$ cat config.mk
export PLATFORM = sky130hd
export DESIGN_NAME = integer_to_radix_string_core
export DESIGN_NICKNAME = d
export VERILOG_FILES = /design/src/itoa_pkg.sv /design/src/itoa_divider.sv /design/src/itoa_queue.sv /design/src/itoa_front.sv /design/src/itoa_back.sv /design/src/integer_to_radix_string_core.sv
export VERILOG_INCLUDE_DIRS = /design/src /design/src/src
export SDC_FILE = /design/constraint.sdc
export NUM_CORES = 1
export LEC_CHECK = 0
export BUFFER_PORTS_ARGS = -buffer_cell sky130_fd_sc_hd__buf_2
export CELL_PAD_IN_SITES_DETAIL_PLACEMENT = 1
export CELL_PAD_IN_SITES_GLOBAL_PLACEMENT = 2
export CORE_UTILIZATION = 23
export CTS_BUF_LIST = sky130_fd_sc_hd__clkbuf_16
export DETAILED_ROUTE_END_ITERATION = 6
export GPL_ROUTABILITY_DRIVEN = 1
export PLACE_DENSITY_LB_ADDON = 0.12
export SLEW_MARGIN = 20
export SYNTH_ARGS = -nofsm -noshare
export SYNTH_HDL_FRONTEND = slang
export SYNTH_HIERARCHICAL = 1
export SYNTH_SLANG_ARGS = --single-unit
$ cat constraint.sdc
create_clock -name clock -period 14.3 [get_ports clock]
set_input_delay 2.86 -clock clock [delete_from_list [all_inputs] [get_ports clock]]
set_output_delay 2.86 -clock clock [all_outputs]
set_load 0.01 [all_outputs]
$ cat src/integer_to_radix_string_core_defines.svh
// ----------------------------------------------------------------------------
// integer_to_radix_string_core_defines
// assertion macros shared by the radix string core modules
// ----------------------------------------------------------------------------
`ifndef INTEGER_TO_RADIX_STRING_CORE_DEFINES_SVH
`define INTEGER_TO_RADIX_STRING_CORE_DEFINES_SVH

// property must hold at every clock edge outside reset
`define ITOA_ASSERT(label, clk, rst, prop, msg) \
   label: assert property (@(posedge clk) disable iff (rst) prop) else $error(msg);

// condition must never be seen at a clock edge outside reset
`define ITOA_ASSERT_NEVER(label, clk, rst, cond, msg) \
   label: assert property (@(posedge clk) disable iff (rst) !(cond)) else $error(msg);

`endif

$ cat src/itoa_pkg.sv
// ----------------------------------------------------------------------------
// itoa_pkg
// shared constants, types and helpers of the radix string core
// ----------------------------------------------------------------------------
`default_nettype none

package itoa_pkg;

   localparam int WORD_BITS   = 32;
   localparam int RADIX_BITS  = 6;
   localparam int DIGIT_BITS  = 6;
   localparam int CHAR_BITS   = 8;
   localparam int STORE_DEPTH = WORD_BITS;
   localparam int ADDR_BITS   = $clog2(STORE_DEPTH);
   localparam int COUNT_BITS  = $clog2(STORE_DEPTH + 1);

   // divider retires this many quotient bits per cycle
   localparam int STEP_BITS   = 4;
   localparam int DIV_STEPS   = WORD_BITS / STEP_BITS;
   localparam int STEP_CNT_BITS = (DIV_STEPS > 1) ? $clog2(DIV_STEPS) : 1;

   localparam int QUEUE_DEPTH = 2;
   localparam int QPTR_BITS   = (QUEUE_DEPTH > 1) ? $clog2(QUEUE_DEPTH) : 1;
   localparam int QCNT_BITS   = $clog2(QUEUE_DEPTH + 1);

   localparam logic [RADIX_BITS-1:0] RADIX_RESET = 6'd10;
   localparam logic [RADIX_BITS-1:0] RADIX_MIN   = 6'd2;
   localparam logic [RADIX_BITS-1:0] RADIX_MAX   = 6'd36;
   localparam logic [RADIX_BITS-1:0] RADIX_DEC   = 6'd10;

   localparam logic [DIGIT_BITS-1:0] DIGIT_TEN   = 6'd10;

   localparam logic [CHAR_BITS-1:0] CHAR_MINUS    = 8'h2D;
   localparam logic [CHAR_BITS-1:0] CHAR_ZERO     = 8'h30;
   localparam logic [CHAR_BITS-1:0] CHAR_LETTER_A = 8'h41;

   typedef struct packed {
      logic [WORD_BITS-1:0]  magnitude;
      logic                  negative;
      logic [RADIX_BITS-1:0] radix;
   } job_type;

   typedef struct packed {
      logic full;
      logic empty;
   } q_sts_type;

   typedef struct packed {
      logic                  start;
      logic [RADIX_BITS-1:0] divisor;
   } div_ctl_type;

   typedef struct packed {
      logic busy;
      logic done;
   } div_sts_type;

   // digit value to upper-case ascii
   function automatic logic [CHAR_BITS-1:0] digit_char(input logic [DIGIT_BITS-1:0] d);
      logic [CHAR_BITS-1:0] res;
      if (d < DIGIT_TEN) begin
         res = CHAR_ZERO + CHAR_BITS'(d);
      end else begin
         res = CHAR_LETTER_A + CHAR_BITS'(d) - CHAR_BITS'(DIGIT_TEN);
      end
      return res;
   endfunction

endpackage

`default_nettype wire

$ cat src/itoa_divider.sv
// ----------------------------------------------------------------------------
// itoa_divider
// restoring divider, word by radix, a few quotient bits per cycle
// ----------------------------------------------------------------------------
`default_nettype none

module itoa_divider (
   input  wire logic                           clock,
   input  wire logic                           reset,
   input  wire itoa_pkg::div_ctl_type          ctl,
   input  wire logic [itoa_pkg::WORD_BITS-1:0] dividend,
   output itoa_pkg::div_sts_type               sts,
   output logic [itoa_pkg::WORD_BITS-1:0]      quotient,
   output logic [itoa_pkg::RADIX_BITS-1:0]     remainder
);
   import itoa_pkg::*;

   logic                     busy_ff, busy_in;
   logic                     done_ff, done_in;
   logic [STEP_CNT_BITS-1:0] step_ff, step_in;
   logic [WORD_BITS-1:0]     quo_ff, quo_in;
   logic [RADIX_BITS-1:0]    rem_ff, rem_in;
   logic [RADIX_BITS-1:0]    divisor_ff, divisor_in;

   logic [WORD_BITS-1:0]     quo_step;
   logic [RADIX_BITS-1:0]    rem_step;
   logic [RADIX_BITS:0]      trial;

   // one cycle worth of restoring steps
   always_comb begin
      quo_step = quo_ff;
      rem_step = rem_ff;
      trial    = '0;
      for (int i = 0; i < STEP_BITS; i++) begin
         trial    = {rem_step, quo_step[WORD_BITS-1]};
         quo_step = {quo_step[WORD_BITS-2:0], 1'b0};
         if (trial >= {1'b0, divisor_ff}) begin
            rem_step    = RADIX_BITS'(trial - {1'b0, divisor_ff});
            quo_step[0] = 1'b1;
         end else begin
            rem_step = trial[RADIX_BITS-1:0];
         end
      end
   end

   always_comb begin
      busy_in    = busy_ff;
      done_in    = 1'b0;
      step_in    = step_ff;
      quo_in     = quo_ff;
      rem_in     = rem_ff;
      divisor_in = divisor_ff;
      if (ctl.start) begin
         busy_in    = 1'b1;
         step_in    = STEP_CNT_BITS'(DIV_STEPS - 1);
         quo_in     = dividend;
         rem_in     = '0;
         divisor_in = ctl.divisor;
      end else if (busy_ff) begin
         quo_in  = quo_step;
         rem_in  = rem_step;
         step_in = step_ff - STEP_CNT_BITS'(1);
         if (step_ff == '0) begin
            busy_in = 1'b0;
            done_in = 1'b1;
         end
      end
   end

   always_ff @(posedge clock) begin
      if (reset) begin
         busy_ff <= 1'b0;
         done_ff <= 1'b0;
         step_ff <= '0;
      end else begin
         busy_ff <= busy_in;
         done_ff <= done_in;
         step_ff <= step_in;
      end
   end

   always_ff @(posedge clock) begin
      quo_ff     <= quo_in;
      rem_ff     <= rem_in;
      divisor_ff <= divisor_in;
   end

   assign sts.busy  = busy_ff;
   assign sts.done  = done_ff;
   assign quotient  = quo_ff;
   assign remainder = rem_ff;

endmodule

`default_nettype wire

$ cat src/itoa_queue.sv
// ----------------------------------------------------------------------------
// itoa_queue
// short job queue between the front and the back
// ----------------------------------------------------------------------------
`default_nettype none
`include "integer_to_radix_string_core_defines.svh"

module itoa_queue (
   input  wire logic              clock,
   input  wire logic              reset,
   input  wire logic              push,
   input  wire itoa_pkg::job_type push_data,
   input  wire logic              pop,
   output itoa_pkg::job_type      pop_data,
   output itoa_pkg::q_sts_type    sts
);
   import itoa_pkg::*;

   job_type              entry_ff [QUEUE_DEPTH];
   logic [QPTR_BITS-1:0] wr_ptr_ff, wr_ptr_in;
   logic [QPTR_BITS-1:0] rd_ptr_ff, rd_ptr_in;
   logic [QCNT_BITS-1:0] count_ff, count_in;
   logic                 do_push, do_pop;

   assign do_push = push && (count_ff != QCNT_BITS'(QUEUE_DEPTH));
   assign do_pop  = pop && (count_ff != '0);

   always_comb begin
      wr_ptr_in = wr_ptr_ff;
      rd_ptr_in = rd_ptr_ff;
      count_in  = count_ff;
      if (do_push) begin
         wr_ptr_in = (wr_ptr_ff == QPTR_BITS'(QUEUE_DEPTH - 1)) ? '0
                                                                 : wr_ptr_ff + QPTR_BITS'(1);
      end
      if (do_pop) begin
         rd_ptr_in = (rd_ptr_ff == QPTR_BITS'(QUEUE_DEPTH - 1)) ? '0
                                                                 : rd_ptr_ff + QPTR_BITS'(1);
      end
      if (do_push && !do_pop) begin
         count_in = count_ff + QCNT_BITS'(1);
      end else if (do_pop && !do_push) begin
         count_in = count_ff - QCNT_BITS'(1);
      end
   end

   always_ff @(posedge clock) begin
      if (reset) begin
         wr_ptr_ff <= '0;
         rd_ptr_ff <= '0;
         count_ff  <= '0;
      end else begin
         wr_ptr_ff <= wr_ptr_in;
         rd_ptr_ff <= rd_ptr_in;
         count_ff  <= count_in;
      end
   end

   always_ff @(posedge clock) begin
      if (do_push) begin
         entry_ff[wr_ptr_ff] <= push_data;
      end
   end

   assign pop_data  = entry_ff[rd_ptr_ff];
   assign sts.full  = (count_ff == QCNT_BITS'(QUEUE_DEPTH));
   assign sts.empty = (count_ff == '0);

   `ITOA_ASSERT_NEVER(a_queue_overrun, clock, reset, count_ff > QCNT_BITS'(QUEUE_DEPTH), "job queue count beyond depth")

endmodule

`default_nettype wire

$ cat src/itoa_front.sv
// ----------------------------------------------------------------------------
// itoa_front
// accepts requests, holds the radix register and classifies each value
// ----------------------------------------------------------------------------
`default_nettype none

module itoa_front (
   input  wire logic                                  clock,
   input  wire logic                                  reset,
   input  wire logic                                  req_push,
   input  wire logic signed [itoa_pkg::WORD_BITS-1:0] req_value,
   output logic                                       req_full,
   input  wire logic                                  csr_valid,
   input  wire logic [itoa_pkg::RADIX_BITS-1:0]       csr_data,
   output logic                                       csr_ready,
   input  wire itoa_pkg::q_sts_type                   q_sts,
   output logic                                       q_push,
   output itoa_pkg::job_type                          q_data
);
   import itoa_pkg::*;

   logic [RADIX_BITS-1:0] radix_ff, radix_in;
   logic [WORD_BITS-1:0]  value_bits;
   logic                  radix_ok;
   logic                  negative;

   assign csr_ready = 1'b1;

   always_comb begin
      radix_in = radix_ff;
      if (csr_valid) begin
         radix_in = csr_data;
      end
   end

   always_ff @(posedge clock) begin
      if (reset) begin
         radix_ff <= RADIX_RESET;
      end else begin
         radix_ff <= radix_in;
      end
   end

   // only radix 10 is signed; illegal radix drops the request
   assign value_bits = $unsigned(req_value);
   assign radix_ok   = (radix_ff >= RADIX_MIN) && (radix_ff <= RADIX_MAX);
   assign negative   = (radix_ff == RADIX_DEC) && value_bits[WORD_BITS-1];

   assign q_data.magnitude = negative ? (~value_bits + WORD_BITS'(1)) : value_bits;
   assign q_data.negative  = negative;
   assign q_data.radix     = radix_ff;

   assign req_full = q_sts.full;
   assign q_push   = req_push && !q_sts.full && radix_ok;

endmodule

`default_nettype wire

$ cat src/itoa_back.sv
// ----------------------------------------------------------------------------
// itoa_back
// splits a magnitude into digits and emits the characters
// ----------------------------------------------------------------------------
`default_nettype none
`include "integer_to_radix_string_core_defines.svh"

module itoa_back (
   input  wire logic                           clock,
   input  wire logic                           reset,
   input  wire itoa_pkg::q_sts_type            q_sts,
   input  wire itoa_pkg::job_type              job,
   output logic                                q_pop,
   input  wire logic                           rsp_pop,
   output logic                                rsp_empty,
   output logic [itoa_pkg::CHAR_BITS-1:0]      rsp_character,
   output logic                                rsp_last
);
   import itoa_pkg::*;

   localparam logic [2:0] S_IDLE = 3'd0;
   localparam logic [2:0] S_DIV  = 3'd1;
   localparam logic [2:0] S_SIGN = 3'd2;
   localparam logic [2:0] S_RD   = 3'd3;
   localparam logic [2:0] S_EMIT = 3'd4;

   logic [2:0]             state_ff, state_in;
   logic [COUNT_BITS-1:0]  count_ff, count_in;
   logic                   neg_ff, neg_in;
   logic [RADIX_BITS-1:0]  radix_ff, radix_in;
   logic                   valid_ff, valid_in;
   logic [CHAR_BITS-1:0]   char_ff, char_in;
   logic                   last_ff, last_in;

   logic [DIGIT_BITS-1:0]  store_mem [STORE_DEPTH];
   logic [DIGIT_BITS-1:0]  rd_data_ff;
   logic                   wr_en, rd_en;
   logic [COUNT_BITS-1:0]  count_less;
   logic [ADDR_BITS-1:0]   wr_addr, rd_addr;

   div_ctl_type            div_ctl;
   div_sts_type            div_sts;
   logic [WORD_BITS-1:0]   dividend;
   logic [WORD_BITS-1:0]   quotient;
   logic [RADIX_BITS-1:0]  remainder;

   logic                   slot_free;
   logic                   load;

   itoa_divider u_divider (
      .clock     (clock),
      .reset     (reset),
      .ctl       (div_ctl),
      .dividend  (dividend),
      .sts       (div_sts),
      .quotient  (quotient),
      .remainder (remainder)
   );

   assign slot_free  = !valid_ff || rsp_pop;
   assign count_less = count_ff - COUNT_BITS'(1);
   assign wr_addr    = count_ff[ADDR_BITS-1:0];
   assign rd_addr    = count_less[ADDR_BITS-1:0];

   always_comb begin
      state_in        = state_ff;
      count_in        = count_ff;
      neg_in          = neg_ff;
      radix_in        = radix_ff;
      q_pop           = 1'b0;
      div_ctl.start   = 1'b0;
      div_ctl.divisor = radix_ff;
      dividend        = quotient;
      wr_en           = 1'b0;
      rd_en           = 1'b0;
      load            = 1'b0;
      char_in         = char_ff;
      last_in         = last_ff;
      unique case (state_ff)
         S_IDLE: begin
            if (!q_sts.empty) begin
               q_pop           = 1'b1;
               neg_in          = job.negative;
               radix_in        = job.radix;
               count_in        = '0;
               div_ctl.start   = 1'b1;
               div_ctl.divisor = job.radix;
               dividend        = job.magnitude;
               state_in        = S_DIV;
            end
         end
         S_DIV: begin
            if (div_sts.done) begin
               wr_en    = 1'b1;
               count_in = count_ff + COUNT_BITS'(1);
               if (quotient == '0) begin
                  state_in = neg_ff ? S_SIGN : S_RD;
               end else begin
                  div_ctl.start = 1'b1;
               end
            end
         end
         S_SIGN: begin
            if (slot_free) begin
               load     = 1'b1;
               char_in  = CHAR_MINUS;
               last_in  = 1'b0;
               state_in = S_RD;
            end
         end
         S_RD: begin
            rd_en    = 1'b1;
            count_in = count_less;
            state_in = S_EMIT;
         end
         S_EMIT: begin
            if (slot_free) begin
               load     = 1'b1;
               char_in  = digit_char(rd_data_ff);
               last_in  = (count_ff == '0);
               state_in = (count_ff == '0) ? S_IDLE : S_RD;
            end
         end
         default: begin
            state_in = S_IDLE;
         end
      endcase
      valid_in = load || (valid_ff && !rsp_pop);
   end

   always_ff @(posedge clock) begin
      if (reset) begin
         state_ff <= S_IDLE;
         count_ff <= '0;
         valid_ff <= 1'b0;
      end else begin
         state_ff <= state_in;
         count_ff <= count_in;
         valid_ff <= valid_in;
      end
   end

   always_ff @(posedge clock) begin
      neg_ff   <= neg_in;
      radix_ff <= radix_in;
      char_ff  <= char_in;
      last_ff  <= last_in;
   end

   // digit store, least significant digit at address zero
   always_ff @(posedge clock) begin
      if (wr_en) begin
         store_mem[wr_addr] <= remainder;
      end
   end

   always_ff @(posedge clock) begin
      if (rd_en) begin
         rd_data_ff <= store_mem[rd_addr];
      end
   end

   assign rsp_empty     = !valid_ff;
   assign rsp_character = char_ff;
   assign rsp_last      = last_ff;

   `ITOA_ASSERT(a_idle_div_quiet, clock, reset, (state_ff == S_IDLE) |-> !div_sts.busy, "divider busy while back end idle")
   `ITOA_ASSERT(a_store_in_range, clock, reset, div_sts.done |-> (count_ff < COUNT_BITS'(STORE_DEPTH)), "digit store overflow")
   `ITOA_ASSERT_NEVER(a_read_empty_store, clock, reset, (state_ff == S_RD) && (count_ff == '0), "digit read with empty store")

endmodule

`default_nettype wire

$ cat src/integer_to_radix_string_core.sv
// ----------------------------------------------------------------------------
// integer_to_radix_string_core
// flow: a request waits in the job queue; the back end then divides it digit by digit
//   in the 4-bit-per-cycle divider into the digit store, loads a minus if negative,
//   then for each digit, msd first, does a digit store read and an output load; each load
//   waits for a free output slot; the next job waits for the last character's load
// reset: synchronous, clears control and sets radix to 10; digit store is not cleared
// ----------------------------------------------------------------------------
`default_nettype none

module integer_to_radix_string_core (
   input  wire logic                                  clock,
   input  wire logic                                  reset,
   // request side
   input  wire logic                                  req_push,
   input  wire logic signed [itoa_pkg::WORD_BITS-1:0] req_value,
   output logic                                       req_full,
   // result side
   input  wire logic                                  rsp_pop,
   output logic                                       rsp_empty,
   output logic [itoa_pkg::CHAR_BITS-1:0]             rsp_character,
   output logic                                       rsp_last,
   // radix register write
   input  wire logic                                  csr_valid,
   input  wire logic [itoa_pkg::RADIX_BITS-1:0]       csr_data,
   output logic                                       csr_ready
);
   import itoa_pkg::*;

   // front to queue
   logic      q_push;
   job_type   q_push_data;
   // queue to back
   logic      q_pop;
   job_type   q_pop_data;
   q_sts_type q_sts;

   // front: radix register, sign handling, illegal radix filter
   itoa_front u_front (
      .clock     (clock),
      .reset     (reset),
      .req_push  (req_push),
      .req_value (req_value),
      .req_full  (req_full),
      .csr_valid (csr_valid),
      .csr_data  (csr_data),
      .csr_ready (csr_ready),
      .q_sts     (q_sts),
      .q_push    (q_push),
      .q_data    (q_push_data)
   );

   // short job queue so requests keep flowing while the back end converts
   itoa_queue u_queue (
      .clock     (clock),
      .reset     (reset),
      .push      (q_push),
      .push_data (q_push_data),
      .pop       (q_pop),
      .pop_data  (q_pop_data),
      .sts       (q_sts)
   );

   // back: digit split through the divider, then characters msd first
   itoa_back u_back (
      .clock         (clock),
      .reset         (reset),
      .q_sts         (q_sts),
      .job           (q_pop_data),
      .q_pop         (q_pop),
      .rsp_pop       (rsp_pop),
      .rsp_empty     (rsp_empty),
      .rsp_character (rsp_character),
      .rsp_last      (rsp_last)
   );

endmodule

`default_nettype wire
# Word-level counts from Yosys, hierarchy flattened
# Memories as Yosys holds them, arrays and structs flattened. A register that Yosys moved wholly into a read port is not among the register bits.
# Cells that the tools add are included.
dict set report classes {
  add_sub_neg 15
  multipliers 0
  div 0
  order_cmp 7
  eq_ne 14
  n_shift 0
  mux 59
  n_bitwise 3
  reduce_logical 33
}
# cell n
set ops {}
lappend ops {{$mux 32} 5}
lappend ops {{$mux 6} 7}
lappend ops {{$add 32x1->32 const B} 1}
lappend ops {{$logic_not 32->1} 1}
lappend ops {{$not 32->32} 1}
lappend ops {{$ge 7x6->1} 4}
lappend ops {{$mux 1} 28}
lappend ops {{$mux 8} 3}
lappend ops {{$sub 6x6->6} 4}
lappend ops {{$mux 3} 7}
lappend ops {{$pmux 6 s3} 1}
lappend ops {{$pmux 8 s2} 1}
lappend ops {{$pmux 3 s5} 1}
lappend ops {{$ne 2x2->1 const B} 5}
lappend ops {{$logic_and 1x1->1} 9}
lappend ops {{$reduce_and 3->1} 3}
lappend ops {{$add 7x6->8 const A} 1}
lappend ops {{$reduce_bool 2->1} 4}
lappend ops {{$sub 8x4->8 const B} 1}
lappend ops {{$add 6x6->7 const A} 1}
lappend ops {{$mux 7} 1}
lappend ops {{$add 6x1->6 const B} 1}
lappend ops {{$eq 3x2->1 const B} 2}
lappend ops {{$eq 6x4->1 const B} 1}
lappend ops {{25 further kinds} 38}
dict set report totals {
  reg_bits 85
  latchBits 0
  mem_bits_rw 270
  mem_bits_ro 0
  inputBits 43
  out_inout_bits 12
  word_cells 150
  memories 2
}
# memory depth width read_ports rd_clocked_by_memory_dff wr line
set memory_table {}
lappend memory_table {u_back.store_mem 32 6 1 1 1 itoa_back.sv:35} ;# logic [DIGIT_BITS-1:0] store_mem [STORE_DEPTH];
lappend memory_table {u_queue.entry_ff 2 39 1 1 1 itoa_queue.sv:19} ;# job_type entry_ff [QUEUE_DEPTH];

# Longest topological paths before layout
# Gate-level depths: netlist of the first run.
dict set report depth {
  ltp_word 10
  mapped_depth 35
  ltp_nobuf 34
}

# Modules after synthesis
# The synthesis of the first run kept the hierarchy.
# mod n_inst cells_each area_each_um2 seq_area_each_um2
set by_module_without_submodules {}
lappend by_module_without_submodules {itoa_back 1 576 9826.9 6596.3}
lappend by_module_without_submodules {itoa_divider 1 294 3331.9 1361.3}
lappend by_module_without_submodules {itoa_queue 1 146 3024.2 2442.3}
lappend by_module_without_submodules {itoa_front 1 139 1073.5 120.1}

# Worst setup path before layout of the first run
# OpenSTA, ideal clock, no wires.
dict set report synth_timing {
  path_kind {reg2reg}
  startpoint {register u_back.u_divider.rem_ff[2], in the netlist u_back/u_divider/remainder[2]}
  endpoint {register u_back.u_divider.quo_ff[0], in the netlist u_back/u_divider/quotient[0] (data pin)}
  setup_time_ns 0.260
  arrival_ns 6.992
  t_required_ns 14.040
  setup_slack_ns 7.048
  path_stages_with_launch 32
  n_path_buf 1
  period_less_slack_ns 7.252
  path_cell_list {dfxtp_1 > ha_1 > o21a_1 > o21a_2 > o21ai_2 > nand2_1 > o21ai_1 > inv_1 > ha_1 > nor2b_4 > o31a_1 > o31a_1 > nor2_1 > nand3_2 > mux2_2 > ha_1 > and3_4 > o21ai_2 > nand3b_2 > a221o_1 > a211o_1 > o211a_1 > buf_6 > mux2i_1 > ha_1 > a21o_1 > a21o_1 > a31o_1 > a21oi_1 > o21a_1 > o211ai_4 > mux2_2}
}
dict set report synth_between {
  elab_chain_len 10
  elab_cells_between_ends 13
  classes_between {add/sub (3); order compare (4); mux (6)}
}
# element line
set synth_lines {}
lappend synth_lines {{start: declaration} itoa_divider.sv:22} ;# logic [RADIX_BITS-1:0] rem_ff, rem_in;
lappend synth_lines {{start signal: assignment} itoa_divider.sv:84} ;# rem_ff <= rem_in;
lappend synth_lines {{$sub 6x6->6 / $ge 7x6->1 (equally long branches)} {itoa_divider.sv:38, itoa_divider.sv:37}}
lappend synth_lines {{$mux 6 (*)} itoa_divider.sv:37} ;# if (trial >= {1'b0, divisor_ff}) begin
lappend synth_lines {{$sub 6x6->6 / $ge 7x6->1 (equally long branches)} {itoa_divider.sv:38, itoa_divider.sv:37}}
lappend synth_lines {{$mux 6 (*)} itoa_divider.sv:37}
lappend synth_lines {{$sub 6x6->6 / $ge 7x6->1 (equally long branches)} {itoa_divider.sv:38, itoa_divider.sv:37}}
lappend synth_lines {{$mux 6 (*)} itoa_divider.sv:37}
lappend synth_lines {{$ge 7x6->1 (*)} itoa_divider.sv:37}
lappend synth_lines {{$mux 1 (*)} itoa_divider.sv:37}
lappend synth_lines {{$mux 32 (*)} itoa_divider.sv:59} ;# end else if (busy_ff) begin
lappend synth_lines {{$mux 32 (*)} itoa_divider.sv:53} ;# if (ctl.start) begin
lappend synth_lines {{via u_back.u_divider.quo_in[0]} itoa_divider.sv:21} ;# logic [WORD_BITS-1:0] quo_ff, quo_in;
lappend synth_lines {{end signal: assignment} itoa_divider.sv:83} ;# quo_ff <= quo_in;
lappend synth_lines {{end: declaration} itoa_divider.sv:21}
# The timed path passes the listed nets; every way through them passes the cells marked *. The select of a mux whose other input is x is not followed.
# A chain may end at the register's enable or synchronous reset.

# Final worst setup path of the first run
dict set report layout_timing {
  startpoint {register u_back.u_divider.divisor_ff[1]}
  endpoint {register u_back.u_divider.quo_ff[0], in the netlist u_back/u_divider/quotient[0] (data pin)}
}
dict set report layout_between {
  elab_chain_len 10
  elab_cells_between_ends 13
  classes_between {add/sub (3); order compare (4); mux (6)}
}
# element line
set layout_lines {}
lappend layout_lines {{start: declaration} itoa_divider.sv:23} ;# logic [RADIX_BITS-1:0] divisor_ff, divisor_in;
lappend layout_lines {{start signal: assignment} itoa_divider.sv:85} ;# divisor_ff <= divisor_in;
lappend layout_lines {{$sub 6x6->6 / $ge 7x6->1 (equally long branches)} {itoa_divider.sv:38, itoa_divider.sv:37}}
lappend layout_lines {{$mux 6} itoa_divider.sv:37}
lappend layout_lines {{$sub 6x6->6 / $ge 7x6->1 (equally long branches)} {itoa_divider.sv:38, itoa_divider.sv:37}}
lappend layout_lines {{$mux 6} itoa_divider.sv:37}
lappend layout_lines {{$sub 6x6->6 / $ge 7x6->1 (equally long branches)} {itoa_divider.sv:38, itoa_divider.sv:37}}
lappend layout_lines {{$mux 6} itoa_divider.sv:37}
lappend layout_lines {{$ge 7x6->1 (*)} itoa_divider.sv:37}
lappend layout_lines {{$mux 1 (*)} itoa_divider.sv:37}
lappend layout_lines {{$mux 32 (*)} itoa_divider.sv:59}
lappend layout_lines {{$mux 32 (*)} itoa_divider.sv:53}
lappend layout_lines {{via u_back.u_divider.quo_in[0]} itoa_divider.sv:21}
# Marked as above.

==> metrics, run 1 <==
commonest non-fill, non-tap cell in the layout edfxtp_1; die area 0.0761 sq mm; Slew headroom 38.4%; commonest cells after routing, fill and taps aside edfxtp_1 (329), mux2_2 (125), nor2_1 (86); kind of critical path reg2reg; Top Family by Delay on Critical Path compound AO/OA/AOI/OAI gates; I/O pin count 55; Levels on crit path 32; detailed placement HPWL 30.2 mm; number of hold buffers added after cts 0; CTS Root Cell clkbuf_16; critical path fanouts, max 8; setup total negative slack 0 ns; Hold Path Stages 2; Die H 276 um; Post-Syn Area 0.0172 sq mm; FF-to-FF path depth 32; site row count 100; routed wire length 45.2 mm; layout cells sized above 1 26.3%; drt via density 4.39; Slew @ Worst Pin 0.909 ns; outcome finished, final reports clean; PostCTS Resize Cnt 0; CP bufs+invs 3; setup violators final 0; Crit-path slowest cell edfxtp_1; Hold WS 0.498 ns; nets 1293; Area growth syn-to-layout 15.7%; Hold Path Class reg2reg; most frequent CP cell ha_1; H-tree Lvls 2; largest net degree at the start of global routing 52; clk buf depth 3; Cells after Synth 1154; DRT Pass-1 Iters 4; initial DRC count 400; drt wl/cell 20.4 um; initial antenna violation count 0; # diodes 0; Final period util 56.7%; width of the chip 276 um; Slew Viols, Final 0; gpl congestion 0.722; Overall Global Routing Usage 12.1%; total CTS buffers 45; clock sinks 361; syn_nets 1237; Final Hold Viols 0; vias in the first global route 10567; first-pass GRT wire length 69.4 mm; Post-DRT Antenna Nets 0; Critical Path RT 14.60 ns; via count 9727; skew final 0.0218 ns; synth warn 6; Critical Path Start Type flop; Worst Setup End Kind flop; Reg clk slew, reported paths 0.06 ns; max cap viols 0; Max Fclk 0.123 GHz; Clock Latency Late Sink 0.57 ns; Starting Density 23.2%; Critical Path AT 8.41 ns; Setup Buffers After CTS 0; input/output buffers 52; max incr delay on CP 0.53 ns; RSZ-0062 raised after global routing no; Final min period 8.10 ns; Synth Area per Inst 14.9 sq um; global route overflow 0; CTS tree built; residual DRC count 0; core area 0.0743 sq mm
## per-layer routing
layer	vias to the layer above	GRT usage [%]	wire, um
li1	4589	-	-
met1	4976	15.1	20100
met2	110	21.7	23100
met3	52	1.97	1250
met4	0	2.99	733
met5	-	0	0
## cell type report
cell class,instances,area (sq um)
clock inverter,36,262
tap,969,1210
multi-input combinational,693,6270
fill,7950,54400
sequential,361,10500
clock buffer,46,1150
timing repair buffer,66,365
inverter,43,161
## worst paths after layout
path | slack [ns] | startpoint | endpoint
min | 0.50 | u_queue/wr_ptr_ff | u_queue/wr_ptr_ff
min reg2reg | 0.50 | u_queue/wr_ptr_ff | u_queue/wr_ptr_ff
max reg2reg | 6.20 | u_back/u_divider/divisor_ff[1] | u_back/u_divider/quotient[0]
max | 6.20 | u_back/u_divider/divisor_ff[1] | u_back/u_divider/quotient[0]
## metrics by stage
| stage | setup WS [ns] | util [%] | instance area (sq um) | std cells |
|---|---|---|---|---|
| 2_1_floorplan | 7.05 | - | 17200 | 1154 |
| 3_3_place_gp | 5.83 | 24.9 | 18500 | 2132 |
| 3_5_place_dp | 5.74 | 24.9 | 18500 | 2132 |
| 4_1_cts | 5.70 | 26.8 | 20000 | 2214 |
| 5_1_grt | 5.40 | 26.8 | 20000 | 2214 |
| 6_report | 6.20 | 26.8 | 20000 | 2214 |
## state kept, by name, indices dropped and copies added, names as in the netlist, named ones only
name / flops
u_back/store_mem: 192
u_queue/entry_ff: 78
u_back/u_divider/quotient: 32
u_back/rsp_character: 7
u_back/count_ff: 6
u_back/radix_ff: 6
u_back/rd_data_ff: 6
u_back/u_divider/divisor_ff: 6
u_back/u_divider/remainder: 6
u_front/radix_ff: 6
u_back/state_ff: 3
u_back/u_divider/step_ff: 3
u_queue/count_ff: 2
u_back/neg_ff: 1
u_back/rsp_last: 1
u_back/u_divider/busy_ff: 1
u_back/u_divider/done_ff: 1
u_back/valid_ff: 1
u_queue/rd_ptr_ff: 1
u_queue/wr_ptr_ff: 1
## tightest hold or removal path, delay by kind of cell (launching register included)
kind / cells / cell delay (ns)
AO/OA/AOI/OAI: 2 / 0.13
flip-flops: 1 / 0.32
Power of run 1 is left out: the tool's default activity adds up to more than one toggle a clock period on the data nets, which glitch-free logic cannot reach.
==> run 2: changes to the inputs <==
==> constraint.sdc (replaced) <==
create_clock -name clock -period 8.2 [get_ports clock]
set_input_delay 1.64 -clock clock [delete_from_list [all_inputs] [get_ports clock]]
set_output_delay 1.64 -clock clock [all_outputs]
set_load 0.01 [all_outputs]
==> run 2 against run 1 <==
- wire length up 1.0%
- non-clock buffer count grew 8
- register-to-register slack lost 5.7 ns
- via count is 0.45% higher
- die area is the same
- hold slack got worse by 0.0068 ns
- clock skew rose by 0.033 ns
- critical path type unchanged
- critical endpoint is now u_back/u_divider/remainder[0]
- largest cell class unchanged
==> metrics, run 2 (synthesized netlist as in run 1, its figures left out) <==
Post-DRT Antenna Nets 0 (unchanged); routed wire length 45.6 mm (was 45.2 mm); kind of critical path reg2reg (unchanged); CP bufs+invs 2 (was 3); CTS tree built (unchanged); H-tree Lvls 2 (unchanged); Critical Path AT 8.16 ns (was 8.41 ns); Clock Latency Late Sink 0.59 ns (was 0.57 ns); RSZ-0062 raised after global routing no (unchanged); number of hold buffers added after cts 0 (unchanged); layout cells sized above 1 26.8% (was 26.3%); residual DRC count 0 (unchanged); drt wl/cell 20.5 um (was 20.4 um); Starting Density 23.2% (unchanged); width of the chip 276 um (unchanged); storage element area 0.0105 sq mm (about the same); sink of the worst hold path u_queue/wr_ptr_ff (unchanged); outcome finished, final reports clean (unchanged); clk buf depth 3 (unchanged); Max Fclk 0.130 GHz (was 0.123 GHz); core area 0.0743 sq mm (unchanged); site row count 100 (unchanged); skew final 0.0543 ns (was 0.0218 ns); Final min period 7.71 ns (was 8.10 ns); critical path fanouts, max 8 (unchanged); drt via density 4.40 (was 4.39); Slew @ Worst Pin 0.894 ns (was 0.909 ns); commonest cells after routing, fill and taps aside edfxtp_1 (329), mux2_2 (125), nor2_1 (86) (unchanged); clock sinks 361 (unchanged); r2r setup slk 0.49 ns (was 6.20 ns); detailed placement HPWL 30.4 mm (was 30.2 mm); input/output buffers 52 (unchanged); fill cell count 7976 (was 7950); area taken by multi-input logic gates 0.00628 sq mm (was 0.00627 sq mm); Slew Viols, Final 0 (unchanged); Hold Path Class reg2reg (unchanged); setup violators final 0 (unchanged); Critical Path Start Type flop (unchanged); R2R Path Start u_back/u_divider/divisor_ff[1] (unchanged); DRT Pass-1 Iters 4 (unchanged); CTS Root Cell clkbuf_16 (unchanged); FF-to-FF path depth 32 (unchanged); Hold Path Stages 2 (unchanged); Crit-path slowest cell edfxtp_1 (unchanged); commonest non-fill, non-tap cell in the layout edfxtp_1 (unchanged); max incr delay on CP 0.41 ns (was 0.53 ns); total CTS buffers 44 (was 45); Critical Path RT 8.65 ns (was 14.60 ns); Die H 276 um (unchanged); hold path start u_queue/wr_ptr_ff (unchanged); gpl congestion 0.711 (was 0.722); via count 9771 (was 9727); I/O pin count 55 (unchanged); Largest register FFs 192 (unchanged); Reg with most FFs u_back/store_mem (unchanged); max cap viols 0 (unchanged); largest net degree at the start of global routing 52 (unchanged); vias in the first global route 10519 (was 10567); Reg clk slew, reported paths 0.05 ns (was 0.06 ns); R2R Path End u_back/u_divider/remainder[0] (was u_back/u_divider/quotient[0]); setup total negative slack 0 ns (unchanged); global route overflow 0 (unchanged); initial DRC count 354 (was 400); die area 0.0761 sq mm (unchanged); Slew headroom 39.5% (was 38.4%); # diodes 0 (unchanged); initial antenna violation count 0 (unchanged); Worst Setup End Kind flop (unchanged); Final period util 94.0% (was 56.7%); first-pass GRT wire length 68.9 mm (was 69.4 mm); Overall Global Routing Usage 12.1% (about the same); Area growth syn-to-layout 16.3% (was 15.7%); nets 1300 (was 1293); Top Family by Delay on Critical Path compound AO/OA/AOI/OAI gates (unchanged); most frequent CP cell ha_1 (unchanged); Final Hold Viols 0 (unchanged)
run 2: worst max path at each step:
stage                                               from                       endpoint  slack [ns]  cells past startpoint
after floorplan            u_back/u_divider/remainder[2]   u_back/u_divider/quotient[0]        0.95                     31
after global placement    u_back/u_divider/divisor_ff[1]   u_back/u_divider/quotient[0]        0.40                     32
after detailed placement  u_back/u_divider/divisor_ff[1]  u_back/u_divider/remainder[0]        0.24                     33
after CTS                 u_back/u_divider/divisor_ff[1]  u_back/u_divider/remainder[0]        0.20                     33
after global routing      u_back/u_divider/divisor_ff[2]  u_back/u_divider/remainder[0]        0.01                     32
final                     u_back/u_divider/divisor_ff[1]  u_back/u_divider/remainder[0]        0.49                     32
run 2: repair_timing:
item / 4_1_cts / 5_1_grt
endpoints found under the setup margin: 0 / 7
buffers inserted: 0 / 2
gates resized for setup: 0 / 3
run 2: tightest hold or removal path, stage by stage, from the launching register on:
cell,delay (ns)
dfxtp_1,0.31
o21ai_0,0.07
a21oi_1,0.06
run 2: layout make-up:
class / instances / share of cell area, %
inverters: 43 / 0.804
repair buffers: 74 / 2.12
flip-flops and latches: 361 / 52.5
well taps: 969 / 6.04
clock buffers: 44 / 5.49
clock inverters: 37 / 1.75
multi-input cells: 693 / 31.3
run 2: through the flow:
step | setup WS (ns) | hold WS, ns | instance area [sq um] | cells | utilization [%]
after floorplan | 0.948 | 0.450 | 17200 | 1154 | -
after global placement | 0.400 | 0.466 | 18600 | 2138 | 25.0
after detailed placement | 0.237 | 0.480 | 18600 | 2138 | 25.0
after CTS | 0.198 | 0.498 | 20000 | 2219 | 27.0
after global routing | 0.0137 | 0.545 | 20100 | 2221 | 27.0
final | 0.494 | 0.492 | 20100 | 2221 | 27.0
run 2: per-layer routing:
| layer | global-route usage [%] | wire length [um] |
|---|---|---|
| met1 | 15.4 | 20300 |
| met2 | 21.2 | 23000 |
| met3 | 1.81 | 1300 |
| met4 | 3.74 | 1060 |
| met5 | 0 | 0 |
Power of run 2 is left out for the same reason.
==> run 3: changes to the inputs <==
==> constraint.sdc (replaced) <==
create_clock -name clock -period 8.4 [get_ports clock]
set_input_delay 1.68 -clock clock [delete_from_list [all_inputs] [get_ports clock]]
set_output_delay 1.68 -clock clock [all_outputs]
set_load 0.01 [all_outputs]
==> run 3 against run 2 <==
- maximum frequency down 0.14%
- die area is the same
- largest cell class unchanged
- wire length rose by 0.41%
- design area shrank 0.42%
- clock skew shrank 0.021 ns
- highest routed layer unchanged
- clock-buffer cell count did not move
- via count shrank 0.69%
- non-clock buffer count is 5 lower
- cell count down 0.14%
- global-route usage rose by 0.13 points
- worst setup slack improved by 0.19 ns
==> metrics, run 3 (synthesized netlist as in run 1, its figures left out) <==
outcome finished, final reports clean (unchanged); Final Hold Viols 0 (unchanged); r2r setup slk 0.68 ns (was 0.49 ns); routed wire length 45.8 mm (was 45.6 mm); first-pass GRT wire length 69.4 mm (was 68.9 mm); nets 1295 (was 1300); Slew headroom 41.4% (was 39.5%); critical path fanouts, max 8 (unchanged); Crit-path slowest cell edfxtp_1 (unchanged); sink of the worst hold path u_back/count_ff[5] (was u_queue/wr_ptr_ff); wire length on met3 1.18 mm (was 1.30 mm); Critical Path AT 8.19 ns (was 8.16 ns); fill cell count 8004 (was 7976); commonest non-fill, non-tap cell in the layout edfxtp_1 (unchanged); Critical Path RT 8.87 ns (was 8.65 ns); kind of critical path reg2reg (unchanged); layout cells sized above 1 26.8% (about the same); CTS tree built (unchanged); hold path start u_back/count_ff[5] (was u_queue/wr_ptr_ff); Max Fclk 0.130 GHz (about the same); area taken by multi-input logic gates 0.00628 sq mm (about the same); setup violators final 0 (unchanged); setup total negative slack 0 ns (unchanged); residual DRC count 0 (unchanged); Starting Density 23.2% (unchanged); DRT Pass-1 Iters 4 (unchanged); CP bufs+invs 2 (unchanged); Hold Path Class reg2reg (unchanged); Setup Buffers After CTS 0 (unchanged); clk buf depth 3 (unchanged); Slew Viols, Final 0 (unchanged); RSZ-0062 raised after global routing no (unchanged); Reg with most FFs u_back/store_mem (unchanged); width of the chip 276 um (unchanged); storage element area 0.0105 sq mm (about the same); largest net degree at the start of global routing 52 (unchanged); initial antenna violation count 0 (unchanged); FF-to-FF path depth 32 (unchanged); vias in the first global route 10557 (was 10519); R2R Path Start u_back/u_divider/divisor_ff[1] (unchanged); Clock Latency Late Sink 0.59 ns (about the same); total CTS buffers 44 (unchanged); Reg clk slew, reported paths 0.06 ns (was 0.05 ns); Overall Global Routing Usage 12.3% (was 12.1%); Final period util 91.9% (was 94.0%); most frequent CP cell ha_1 (unchanged); core area 0.0743 sq mm (unchanged); Slew @ Worst Pin 0.879 ns (was 0.894 ns); Post-DRT Antenna Nets 0 (unchanged); Critical Path Start Type flop (unchanged); M1 wire length 20.5 mm (was 20.3 mm); Die H 276 um (unchanged); drt via density 4.38 (was 4.40); skew final 0.0328 ns (was 0.0543 ns); H-tree Lvls 2 (unchanged); die area 0.0761 sq mm (unchanged); Worst Setup End Kind flop (unchanged); commonest cells after routing, fill and taps aside edfxtp_1 (329), mux2_2 (125), nor2_1 (86) (unchanged); top sig layer met4 (unchanged); gpl congestion 0.737 (was 0.711); drt wl/cell 20.7 um (was 20.5 um); site row count 100 (unchanged); detailed placement HPWL 30.2 mm (was 30.4 mm); via count 9704 (was 9771); Top Family by Delay on Critical Path compound AO/OA/AOI/OAI gates (unchanged); max cap viols 0 (unchanged); Largest register FFs 192 (unchanged); R2R Path End u_back/u_divider/remainder[0] (unchanged); CTS Root Cell clkbuf_16 (unchanged); Hold Path Stages 1 (was 2); I/O pin count 55 (unchanged); initial DRC count 401 (was 354); Area growth syn-to-layout 15.8% (was 16.3%); max incr delay on CP 0.52 ns (was 0.41 ns); input/output buffers 52 (unchanged); Final min period 7.72 ns (was 7.71 ns); clock sinks 361 (unchanged); met2 wire length 23.0 mm (about the same); global route overflow 0 (unchanged); final core utilization 26.9% (was 27.0%)
run 3: cell count changes in the layout (fill, tap and decap cells not counted), moves of 3 or more:
cell       delta
buf_4         -5
clkinv_4      +3
bufinv_16     -3
clkinv_2      +4
clkinv_1      -6
run 3: stage by stage:
| stage | setup WS [ns] | area, sq um | hold WS [ns] | std cells |
|---|---|---|---|---|
| global placement | 0.597 | 18600 | 0.468 | 2135 |
| detailed placement | 0.500 | 18600 | 0.484 | 2135 |
| global route | 0.127 | 20000 | 0.515 | 2217 |
| finish | 0.683 | 20000 | 0.488 | 2218 |
| CTS | 0.440 | 20000 | 0.496 | 2217 |
| floorplan | 1.15 | 17200 | 0.450 | 1154 |
run 3: repair_timing:
item | CTS | global route
setup endpoints to repair | 0 | 7
hold buffers | 0 | 0
gates resized for setup | 0 | 2
run 3: per-layer routing:
layer,up-vias,GRT usage (%)
li1,4593,-
met1,4943,15.3
met2,108,21.6
met3,60,1.91
met4,0,3.83
met5,-,0
run 3: area by class of cell:
| class | count | area share (%) |
|---|---|---|
| sequential | 361 | 52.7 |
| multi-input combinational | 693 | 31.4 |
| tap | 969 | 6.07 |
| clock buffer | 44 | 5.51 |
| timing repair buffer | 69 | 1.94 |
| clock inverter | 38 | 1.55 |
| inverter | 43 | 0.808 |
| antenna | 1 | 0.0125 |
run 3: worst max-delay path by stage:
stage | from | to | slack [ns] | cells after the start
finish | u_back/u_divider/divisor_ff[1] | u_back/u_divider/remainder[0] | 0.68 | 32
floorplan | u_back/u_divider/remainder[2] | u_back/u_divider/quotient[0] | 1.15 | 31
global placement | u_back/u_divider/divisor_ff[1] | u_back/u_divider/quotient[0] | 0.60 | 32
global route | u_back/u_divider/divisor_ff[1] | u_back/u_divider/remainder[0] | 0.13 | 32
detailed placement | u_back/u_divider/divisor_ff[1] | u_back/u_divider/remainder[0] | 0.50 | 33
CTS | u_back/u_divider/divisor_ff[1] | u_back/u_divider/remainder[0] | 0.44 | 33
Power of run 3 is left out for the same reason.
